<file path="src/hdl/sprite_animation_frame_sequencer_defines.svh">
// Assertion macros shared by the sprite animation frame sequencer RTL.
`ifndef SPRITE_ANIMATION_FRAME_SEQUENCER_DEFINES_SVH
`define SPRITE_ANIMATION_FRAME_SEQUENCER_DEFINES_SVH

// Checks that the consequent holds in the same cycle as the antecedent.
`define SAFS_ASSERT_SAME(label, ante, cons, msg) \
	label: assert property (@(posedge clk) disable iff (!arst_n) (ante) |-> (cons)) \
		else $error(msg);

// Checks that the consequent holds in the cycle after the antecedent.
`define SAFS_ASSERT_NEXT(label, ante, cons, msg) \
	label: assert property (@(posedge clk) disable iff (!arst_n) (ante) |=> (cons)) \
		else $error(msg);

`endif

</file>
<file path="src/hdl/safs_pkg.sv">
// Package with field widths, register indexes, opcodes and shared types.
`default_nettype none

package safs_pkg;

	localparam int CFG_IDX_W  = 3;
	localparam int CFG_DATA_W = 24;
	localparam int CFG_DIM_W  = 13;
	localparam int RANGE_W    = 16;
	localparam int TIME_W     = 24;
	localparam int ACC_W      = 32;
	localparam int IDX_W      = 16;
	localparam int LEFT_W     = 24;
	localparam int RIGHT_W    = 25;
	localparam int TOP_W      = 28;
	localparam int BOTTOM_W   = 29;

	localparam logic [CFG_IDX_W-1:0] REG_FRAME_WIDTH  = 3'd0;
	localparam logic [CFG_IDX_W-1:0] REG_FRAME_HEIGHT = 3'd1;
	localparam logic [CFG_IDX_W-1:0] REG_COLUMNS      = 3'd2;
	localparam logic [CFG_IDX_W-1:0] REG_START_FRAME  = 3'd3;
	localparam logic [CFG_IDX_W-1:0] REG_END_FRAME    = 3'd4;
	localparam logic [CFG_IDX_W-1:0] REG_FRAME_DELAY  = 3'd5;
	localparam logic [CFG_IDX_W-1:0] REG_LOOP_ENABLE  = 3'd6;

	localparam logic OP_TICK      = 1'b0;
	localparam logic OP_SET_FRAME = 1'b1;

	typedef struct packed {
		logic busy;
		logic done;
	} safs_div_stat_t;

endpackage

`default_nettype wire

</file>
<file path="src/hdl/safs_divider.sv">
// Radix-2 restoring divider that produces one quotient bit per cycle.
`default_nettype none

module safs_divider
	import safs_pkg::*;
#(
	parameter int NUM_W = 16,
	parameter int DEN_W = 13
) (
	input  wire logic                 clk,
	input  wire logic                 arst_n,
	input  wire logic                 start,
	input  wire logic [NUM_W-1:0]     num,
	input  wire logic [DEN_W-1:0]     den,
	output safs_div_stat_t            stat,
	output logic      [NUM_W-1:0]     quot,
	output logic      [DEN_W-1:0]     rem
);

	localparam int CNT_W = $clog2(NUM_W + 1);

	logic [NUM_W-1:0] quo_q;
	logic [DEN_W-1:0] rem_q;
	logic [DEN_W-1:0] den_q;
	logic [CNT_W-1:0] cnt_q;
	logic             busy_q;
	logic             done_q;

	logic [DEN_W:0]   shifted;
	logic [DEN_W:0]   diff;
	logic             ge;

	assign shifted = {rem_q, quo_q[NUM_W-1]};
	assign ge      = shifted >= {1'b0, den_q};
	assign diff    = shifted - {1'b0, den_q};

	always_ff @(posedge clk or negedge arst_n) begin
		if (!arst_n) begin
			busy_q <= 1'b0;
			done_q <= 1'b0;
			cnt_q  <= '0;
		end else begin
			done_q <= 1'b0;
			if (start) begin
				busy_q <= 1'b1;
				cnt_q  <= CNT_W'(NUM_W);
			end else if (busy_q) begin
				cnt_q <= cnt_q - CNT_W'(1);
				if (cnt_q == CNT_W'(1)) begin
					busy_q <= 1'b0;
					done_q <= 1'b1;
				end
			end
		end
	end

	always_ff @(posedge clk) begin
		if (start) begin
			quo_q <= num;
			rem_q <= '0;
			den_q <= den;
		end else if (busy_q) begin
			quo_q <= {quo_q[NUM_W-2:0], ge};
			rem_q <= ge ? diff[DEN_W-1:0] : shifted[DEN_W-1:0];
		end
	end

	assign stat.busy = busy_q;
	assign stat.done = done_q;
	assign quot      = quo_q;
	assign rem       = rem_q;

endmodule

`default_nettype wire

</file>
<file path="src/hdl/sprite_animation_frame_sequencer.sv">
// Top level of the sprite-sheet animation frame sequencer.
//
//   Channel  Handshake            Payload
//   in       in_valid/in_ready    opcode, elapsed_time, new_frame
//   out      out_valid/out_ready  frame_index, finished, rect_left/right/top/bottom
//   cfg      cfg_we               cfg_index, cfg_wdata
//
// A tick that steps the frame runs ST_ACC, ST_SUB and ST_STEP before the divider and both
// multiplies; a tick that adds time without a step skips ST_STEP; a set-frame item or a tick
// on an empty range goes straight to the divider. The block is ready again as the result appears.
// The radix-2 divider for the sheet row and column produces one bit per cycle.
// One item is in work at a time; the next is taken while a result waits in the output register.
// Reset loads the register defaults and clears frame, accumulator and done flag.
`default_nettype none

`include "sprite_animation_frame_sequencer_defines.svh"

module sprite_animation_frame_sequencer
	import safs_pkg::*;
#(
	parameter int FRAME_BITS = 16,
	parameter int DIM_BITS   = 12
) (
	input  wire logic                  clk,
	input  wire logic                  arst_n,
	input  wire logic                  in_valid,
	output logic                       in_ready,
	input  wire logic                  opcode,
	input  wire logic [TIME_W-1:0]     elapsed_time,
	input  wire logic [IDX_W-1:0]      new_frame,
	output logic                       out_valid,
	input  wire logic                  out_ready,
	output logic      [IDX_W-1:0]      frame_index,
	output logic                       finished,
	output logic      [LEFT_W-1:0]     rect_left,
	output logic      [RIGHT_W-1:0]    rect_right,
	output logic      [TOP_W-1:0]      rect_top,
	output logic      [BOTTOM_W-1:0]   rect_bottom,
	input  wire logic                  cfg_we,
	input  wire logic [CFG_IDX_W-1:0]  cfg_index,
	input  wire logic [CFG_DATA_W-1:0] cfg_wdata
);

	localparam int DW    = DIM_BITS + 1;
	localparam int DCW   = (DW > CFG_DIM_W) ? DW : CFG_DIM_W;
	localparam int CW    = (FRAME_BITS > RANGE_W) ? FRAME_BITS : RANGE_W;
	localparam int MW    = BOTTOM_W;
	localparam int QEXT  = (FRAME_BITS > MW) ? FRAME_BITS : MW;
	localparam logic [DCW-1:0] DIM_MAX = DCW'(1) << DIM_BITS;

	localparam logic [3:0] ST_IDLE  = 4'd0;
	localparam logic [3:0] ST_ACC   = 4'd1;
	localparam logic [3:0] ST_SUB   = 4'd2;
	localparam logic [3:0] ST_STEP  = 4'd3;
	localparam logic [3:0] ST_DIVGO = 4'd4;
	localparam logic [3:0] ST_DIV   = 4'd5;
	localparam logic [3:0] ST_MUL_L = 4'd6;
	localparam logic [3:0] ST_MUL_T = 4'd7;
	localparam logic [3:0] ST_FIN   = 4'd8;

	logic [CFG_DIM_W-1:0]  frame_width_q;
	logic [CFG_DIM_W-1:0]  frame_height_q;
	logic [CFG_DIM_W-1:0]  columns_q;
	logic [RANGE_W-1:0]    start_frame_q;
	logic [RANGE_W-1:0]    end_frame_q;
	logic [TIME_W-1:0]     frame_delay_q;
	logic                  loop_enable_q;

	logic [3:0]            state_q;
	logic [FRAME_BITS-1:0] frame_q;
	logic [ACC_W-1:0]      acc_q;
	logic                  done_q;
	logic [TIME_W-1:0]     elapsed_q;
	logic [MW-1:0]         prod_q;
	logic [MW-1:0]         left_q;
	logic                  out_valid_q;

	logic [DW-1:0]         cols_eff;
	logic [DW-1:0]         width_eff;
	logic [DW-1:0]         height_eff;
	logic [DCW-1:0]        cols_wide;
	logic [DCW-1:0]        width_wide;
	logic [DCW-1:0]        height_wide;
	logic [DW-1:0]         cols_clamp;

	logic                  accept;
	logic                  div_start;
	safs_div_stat_t        div_stat;
	logic [FRAME_BITS-1:0] div_quot;
	logic [DW-1:0]         div_rem;

	logic [ACC_W:0]        acc_sum;
	logic [FRAME_BITS:0]   next_full;
	logic [CW-1:0]         next_wide;
	logic                  out_of_range;
	logic [QEXT-1:0]       quot_wide;
	logic [MW-1:0]         mul_a;
	logic [DW-1:0]         mul_b;
	logic [CW-1:0]         frame_wide;

	assign cols_wide   = DCW'(columns_q);
	assign width_wide  = DCW'(frame_width_q);
	assign height_wide = DCW'(frame_height_q);
	assign cols_clamp  = (cols_wide > DIM_MAX) ? DIM_MAX[DW-1:0] : cols_wide[DW-1:0];
	assign cols_eff    = (cols_clamp == '0) ? DW'(1) : cols_clamp;
	assign width_eff   = (width_wide > DIM_MAX) ? DIM_MAX[DW-1:0] : width_wide[DW-1:0];
	assign height_eff  = (height_wide > DIM_MAX) ? DIM_MAX[DW-1:0] : height_wide[DW-1:0];

	assign in_ready  = (state_q == ST_IDLE);
	assign accept    = in_valid && in_ready;
	assign div_start = (state_q == ST_DIVGO);

	assign acc_sum      = {1'b0, acc_q} + (ACC_W + 1)'(elapsed_q);
	assign next_full    = {1'b0, frame_q} + (FRAME_BITS + 1)'(1);
	assign next_wide    = CW'(next_full[FRAME_BITS-1:0]);
	assign out_of_range = next_full[FRAME_BITS]
		|| (next_wide < CW'(start_frame_q))
		|| (next_wide > CW'(end_frame_q));

	assign quot_wide  = QEXT'(div_quot);
	assign mul_a      = (state_q == ST_MUL_L) ? MW'(div_rem) : quot_wide[MW-1:0];
	assign mul_b      = (state_q == ST_MUL_L) ? width_eff : height_eff;
	assign frame_wide = CW'(frame_q);

	safs_divider #(
		.NUM_W(FRAME_BITS),
		.DEN_W(DW)
	) u_divider (
		.clk   (clk),
		.arst_n(arst_n),
		.start (div_start),
		.num   (frame_q),
		.den   (cols_eff),
		.stat  (div_stat),
		.quot  (div_quot),
		.rem   (div_rem)
	);

	always_ff @(posedge clk or negedge arst_n) begin
		if (!arst_n) begin
			frame_width_q  <= CFG_DIM_W'(2);
			frame_height_q <= CFG_DIM_W'(2);
			columns_q      <= CFG_DIM_W'(1);
			start_frame_q  <= '0;
			end_frame_q    <= '0;
			frame_delay_q  <= TIME_W'(65536);
			loop_enable_q  <= 1'b1;
		end else if (cfg_we) begin
			unique case (cfg_index)
				REG_FRAME_WIDTH:  frame_width_q  <= cfg_wdata[CFG_DIM_W-1:0];
				REG_FRAME_HEIGHT: frame_height_q <= cfg_wdata[CFG_DIM_W-1:0];
				REG_COLUMNS:      columns_q      <= cfg_wdata[CFG_DIM_W-1:0];
				REG_START_FRAME:  start_frame_q  <= cfg_wdata[RANGE_W-1:0];
				REG_END_FRAME:    end_frame_q    <= cfg_wdata[RANGE_W-1:0];
				REG_FRAME_DELAY:  frame_delay_q  <= cfg_wdata[TIME_W-1:0];
				REG_LOOP_ENABLE:  loop_enable_q  <= cfg_wdata[0];
				default: begin
				end
			endcase
		end
	end

	always_ff @(posedge clk or negedge arst_n) begin
		if (!arst_n) begin
			state_q     <= ST_IDLE;
			frame_q     <= '0;
			acc_q       <= '0;
			done_q      <= 1'b0;
			out_valid_q <= 1'b0;
		end else begin
			if (state_q == ST_FIN && (!out_valid_q || out_ready)) begin
				out_valid_q <= 1'b1;
			end else if (out_valid_q && out_ready) begin
				out_valid_q <= 1'b0;
			end
			unique case (state_q)
				ST_IDLE: begin
					if (accept) begin
						if (opcode == OP_SET_FRAME) begin
							frame_q <= FRAME_BITS'(new_frame);
							done_q  <= 1'b0;
							state_q <= ST_DIVGO;
						end else if (end_frame_q > start_frame_q) begin
							state_q <= ST_ACC;
						end else begin
							state_q <= ST_DIVGO;
						end
					end
				end
				ST_ACC: begin
					acc_q   <= acc_sum[ACC_W] ? '1 : acc_sum[ACC_W-1:0];
					state_q <= ST_SUB;
				end
				ST_SUB: begin
					if (acc_q > ACC_W'(frame_delay_q)) begin
						acc_q   <= acc_q - ACC_W'(frame_delay_q);
						state_q <= ST_STEP;
					end else begin
						state_q <= ST_DIVGO;
					end
				end
				ST_STEP: begin
					if (!out_of_range) begin
						frame_q <= next_full[FRAME_BITS-1:0];
					end else if (loop_enable_q) begin
						frame_q <= FRAME_BITS'(start_frame_q);
					end else begin
						frame_q <= FRAME_BITS'(end_frame_q);
						done_q  <= 1'b1;
					end
					state_q <= ST_DIVGO;
				end
				ST_DIVGO: state_q <= ST_DIV;
				ST_DIV: begin
					if (div_stat.done) begin
						state_q <= ST_MUL_L;
					end
				end
				ST_MUL_L: state_q <= ST_MUL_T;
				ST_MUL_T: state_q <= ST_FIN;
				ST_FIN: begin
					if (!out_valid_q || out_ready) begin
						state_q <= ST_IDLE;
					end
				end
				default: state_q <= ST_IDLE;
			endcase
		end
	end

	always_ff @(posedge clk) begin
		if (accept) begin
			elapsed_q <= elapsed_time;
		end
		if (state_q == ST_MUL_L || state_q == ST_MUL_T) begin
			prod_q <= MW'(mul_a * mul_b);
		end
		if (state_q == ST_MUL_T) begin
			left_q <= prod_q;
		end
		if (state_q == ST_FIN && (!out_valid_q || out_ready)) begin
			frame_index <= frame_wide[IDX_W-1:0];
			finished    <= done_q;
			rect_left   <= left_q[LEFT_W-1:0];
			rect_right  <= left_q[RIGHT_W-1:0] + RIGHT_W'(width_eff);
			rect_top    <= prod_q[TOP_W-1:0];
			rect_bottom <= prod_q + BOTTOM_W'(height_eff);
		end
	end

	assign out_valid = out_valid_q;

	`SAFS_ASSERT_NEXT(a_busy_after_accept, accept, !in_ready, "block ready right after taking an item")
	`SAFS_ASSERT_SAME(a_div_in_div_state, div_stat.busy, state_q == ST_DIV, "divider runs outside its state")
	`SAFS_ASSERT_NEXT(a_fin_waits, (state_q == ST_FIN) && out_valid_q && !out_ready, state_q == ST_FIN, "result dropped while output stalled")

endmodule

`default_nettype wire
</file>
<file path="config.mk">
export PLATFORM = sky130hd
export DESIGN_NAME = sprite_animation_frame_sequencer
export DESIGN_NICKNAME = d
export VERILOG_FILES = /design/src/hdl/safs_pkg.sv /design/src/hdl/safs_divider.sv /design/src/hdl/sprite_animation_frame_sequencer.sv
export VERILOG_INCLUDE_DIRS = /design/src /design/src/hdl
export SDC_FILE = /design/constraint.sdc
export NUM_CORES = 1
export LEC_CHECK = 0
export BUFFER_PORTS_ARGS = -buffer_cell sky130_fd_sc_hd__buf_2
export CAP_MARGIN = 25
export CORE_MARGIN = 2
export CORE_UTILIZATION = 60
export CTS_CLUSTER_DIAMETER = 80
export CTS_CLUSTER_SIZE = 24
export DETAILED_ROUTE_END_ITERATION = 10
export PLACE_DENSITY = 0.86
export SETUP_SLACK_MARGIN = 0.2
export SYNTH_ARGS = -nofsm -noshare
export SYNTH_HDL_FRONTEND = slang
export SYNTH_HIERARCHICAL = 1
export SYNTH_SLANG_ARGS = --single-unit
</file>
<file path="constraint.sdc">
create_clock -name clk -period 10.85 [get_ports clk]
set_input_delay 2.17 -clock clk [delete_from_list [all_inputs] [get_ports clk]]
set_output_delay 2.17 -clock clk [all_outputs]
set_load 0.02 [all_outputs]
</file>
Yosys cells after proc, flatten, opt, wreduce, memory -nomap -nowiden
Cells that the tools add are included.
{"block": "classes", "n_addsub": 7, "multipliers": 1, "order_cmp": 8, "eq_ne": 22, "muxes": 38, "reduce_logical": 26}
{"cell": "$mux 16", "n": 7}
{"cell": "$mux 13", "n": 5}
{"cell": "$mux 32", "n": 2}
{"cell": "$pmux 32 s2", "n": 1}
{"cell": "$gt 13x13->1 const B", "n": 3}
{"cell": "$pmux 4 s9", "n": 1}
{"cell": "$add 32x24->33", "n": 1}
{"cell": "$gt 16x16->1", "n": 2}
{"cell": "$gt 32x24->1", "n": 1}
{"cell": "$pmux 16 s2", "n": 1}
{"cell": "$sub 32x24->32", "n": 1}
{"cell": "$add 29x13->29", "n": 1}
{"cell": "$mul 16x13->29", "n": 1}
{"cell": "$add 25x13->25", "n": 1}
{"cell": "$add 16x1->17 const B", "n": 1}
{"cell": "$eq 4x3->1 const B", "n": 4}
{"cell": "$lt 16x16->1", "n": 1}
{"cell": "$reduce_and 2->1", "n": 8}
{"cell": "$ge 14x13->1", "n": 1}
{"cell": "$logic_not 13->1", "n": 1}
{"cell": "$sub 13x13->13", "n": 1}
{"cell": "$mux 1", "n": 12}
{"cell": "$mux 4", "n": 3}
{"cell": "$mux 5", "n": 2}
{"cell": "20 further kinds", "n": 40}
{"block": "word_totals", "regBits": 400, "out_inout_bits": 125, "word_cells": 129}

Depth between registers and ports, before layout
{"block": "depth", "ltp_word": 6, "mapped_depth": 29, "ltp_nobuf": 25}

Cells and area by module
The synthesis kept the hierarchy.
{"mod": "sprite_animation_frame_sequencer", "instances": 1, "cells_per_inst": 2432, "area_each_um2": 25226.7, "seq_area_each_um2": 9795.6}
{"mod": "safs_divider", "instances": 1, "cells_per_inst": 257, "area_each_um2": 2785.2, "seq_area_each_um2": 1306.3}

Worst setup path before layout
Ideal clock, no wire load.
{"block": "synth_timing", "path_type": "input to register", "from": "input out_ready", "to": "register finished (enable)", "setup_ns": 0.620, "arrival_time_ns": 7.726, "required_time_ns": 10.230, "path_slack_ns": 2.504, "path_stages": 2, "path_buffers": 0, "cell_sequence": "nand2b_1 > nor2b_1"}
{"block": "synth_between", "elab_chain_len": 2}
{"item": "start: declaration", "line_no": "sprite_animation_frame_sequencer.sv:32", "text": "input wire logic out_ready,"}
{"item": "$logic_or 1x1->1", "line_no": "sprite_animation_frame_sequencer.sv:241", "text": "if (state_q == ST_FIN && (!out_valid_q || out_ready)) begin"}
{"item": "$logic_and 1x1->1", "line_no": "sprite_animation_frame_sequencer.sv:241"}
{"item": "end signal: assignment", "line_no": "sprite_animation_frame_sequencer.sv:243", "text": "finished <= done_q;"}
{"item": "end: declaration", "line_no": "sprite_animation_frame_sequencer.sv:34", "text": "output logic finished,"}
No other way between the ends.
A chain may end at the register's enable or synchronous reset.

Final worst setup path
{"block": "layout_timing", "from": "register state_q[1]", "to": "register prod_q[22], data pin"}
{"block": "layout_between", "elab_chain_len": 3}
{"item": "start: declaration", "line_no": "sprite_animation_frame_sequencer.sv:69", "text": "logic [3:0] state_q;"}
{"item": "start signal: assignment", "line_no": "sprite_animation_frame_sequencer.sv:165", "text": "state_q <= ST_IDLE;"}
{"item": "start signal: assignment", "line_no": "sprite_animation_frame_sequencer.sv:182", "text": "state_q <= ST_DIVGO;"}
{"item": "start signal: assignment", "line_no": "sprite_animation_frame_sequencer.sv:184", "text": "state_q <= ST_ACC;"}
{"item": "$eq 4x3->1 (*)", "line_no": "sprite_animation_frame_sequencer.sv:121, sprite_animation_frame_sequencer.sv:122"}
{"item": "$mux 16 or $mux 13 (tied branches)", "line_no": "sprite_animation_frame_sequencer.sv:121, sprite_animation_frame_sequencer.sv:122"}
{"item": "$mul 16x13->29 (*)", "line_no": "sprite_animation_frame_sequencer.sv:236", "text": "prod_q <= MW'(mul_a * mul_b);"}
{"item": "end signal: assignment", "line_no": "sprite_animation_frame_sequencer.sv:236"}
{"item": "end: declaration", "line_no": "sprite_animation_frame_sequencer.sv:74", "text": "logic [MW-1:0] prod_q;"}
Every way passes the cells marked *; elsewhere a longest branch is shown, timed or not.

==> metrics <==
run status=finished clean; fmax=122.7 MHz; crit path max fanout=21; Post-route DRC=0; startpoint types=flip-flop; Reg area=11100 um2; final hold vios=0; Wirelength per Cell=20.53 um; DP Area=29640 um2; layout cells sized above 1=0.1517; RSZ-0062 raised after global routing=no; Die Y-Extent=220.0 um; multi-input logic area=15460 um2; Net Count, Synth=3131; fill count=3521; io pins=198; syn_area_per_cell=10.42 um2; Worst slew margin=0.2760; Tightest Hold Check Type=flip-flop to flip-flop; H-Tree Level Count=1; fin area=30500 um2; fin. max-slew vios=0; WL final=71480 um; final worst path period need=8.152 ns; row cnt=79; Clk pin slew, worst setup/hold paths=0.10 ns; antenna violations before repair=1; CTS Buf Count=24; Hold WS=0.4613 ns; non-filler instance count after layout=3482; Pre-antenna DRT Iters=7; total gr overflow=0; vias per cell=6.074; Vias=21150; Req. time, crit path=11.20 ns; cells after synthesis=2688; first-pass GRT wire length=113000 um; worst slew pin tran=1.056 ns; DIE AREA=48420 um2; # port buffers=197; GRT Util Overall=0.3002; Worst EP arrival=8.50 ns; Setup Crit Path Kind=flip-flop to flip-flop; Die X=220.0 um; gpl congestion=0.9991; Skew-Pair Late Insertion Delay=0.60 ns; Root Driver=clkbuf_16; Critical Path Sink Type=flip-flop; post-synthesis instance area=28000 um2; clock buffer depth=3; fin crit share=0.7513; setup bufs post-CTS=0; max_cap viols=0; clock skew=0.03024 ns; Hold-fix buffers, CTS=0; antenna cells=0; vias in the first global route=21360; setup_tns=0 ns; Setup-failing EPs final=0; Initial Util=0.6041; Iter 0 DRT Violations=1595; CTS sink count=400; antenna-violating nets left=0; Core ar.=46360 um2; Ys Warns=6; largest net degree at the start of global routing=90; dpl hpwl=55140 um; fin nets=3300; Post-CTS Resized=0; TritonCTS clock tree=done; area growth from synthesis to layout=8.927%; dpl cells=3433
==> layout make-up <==
type | instances | area share
clock buffer | 34 | 0.02162
sequential | 400 | 0.3639
tap | 607 | 0.02490
timing repair buffer | 223 | 0.04061
inverter | 311 | 0.03827
clock inverter | 10 | 0.003979
multi-input combinational | 1897 | 0.5067
==> critical path, cell delays in order, from the launching register on <==
cell and delay (ns):
dfrtp_1 0.58, nand3b_1 0.31, nor2_4 0.56, mux2i_1 0.94
inv_1 0.36, and2_1 0.29, fa_1 0.48, ha_1 0.23
fa_1 0.54, inv_1 0.06, fa_1 0.46, fa_1 0.56
inv_1 0.05, ha_1 0.34, o21a_1 0.13, o31a_1 0.15
or4b_4 0.50, a221o_2 0.40, a31oi_4 0.34, o211ai_2 0.15
a31o_1 0.24, a21oi_2 0.16, xnor2_1 0.07
==> flip-flops by register name (all words and copies together), names as in the netlist, 5 cells and up <==
name / cells
elapsed_q: 24
rect_top: 28
cols_wide: 13
rect_left: 24
left_q: 25
frame_height_q: 13
frame_width_q: 13
u_divider/rem: 13
acc_q: 32
u_divider/den_q: 13
frame_delay_q: 24
frame_q: 16
frame_index: 16
rect_right: 25
u_divider/cnt_q: 5
end_frame_q: 16
start_frame_q: 16
prod_q: 29
u_divider/quot: 16
rect_bottom: 29
==> placed cells by master, fill, tap and decap left out, drive strengths merged, types with 24 or more instances in the layout <==
cell type and n:
nand3 50, xnor2 97, edfxtp 230, nor3 50, buf 223, inv 320
o31ai 28, and3 33, dfrtp 152, nor2b 47, o21ai 126, clkbuf 34
nand2b 34, a21o 47, fa 159, ha 211, nand4 24, xor2 41
mux2 110, a21oi 129, nor2 207, nand2 239
==> per-layer routing <==
metal / share of wire / vias up / global-route usage
met5: 0.00018 / - / 0
met4: 0.039 / 2 / 0.1179
met3: 0.068 / 171 / 0.04141
met2: 0.49 / 856 / 0.5186
met1: 0.40 / 10460 / 0.3826
li1: - / 9664 / -
==> metrics by stage <==
stage	utilization	worst slack (ns)
floorplan	-	2.504
global placement	0.6389	3.015
detailed placement	0.6394	2.796
CTS	0.6563	2.763
global route	0.6580	2.331
finish	0.6580	2.698
==> final timing paths <==
path                       cells after the start  startpoint                to  slack [ns]
max                                           22  state_q[1]        prod_q[22]        2.70
max in group asynchronous                      2      arst_n  frame_delay_q[5]        7.76
min in group asynchronous                      1      arst_n   end_frame_q[11]        1.66
min                                            0   left_q[9]      rect_left[9]        0.46
max reg2reg                                   22  state_q[1]        prod_q[22]        2.70
min reg2reg                                    0   left_q[9]      rect_left[9]        0.46
Power is not shown: default switching activity piles up to over one toggle a cycle in this logic, so the estimate is an artifact.
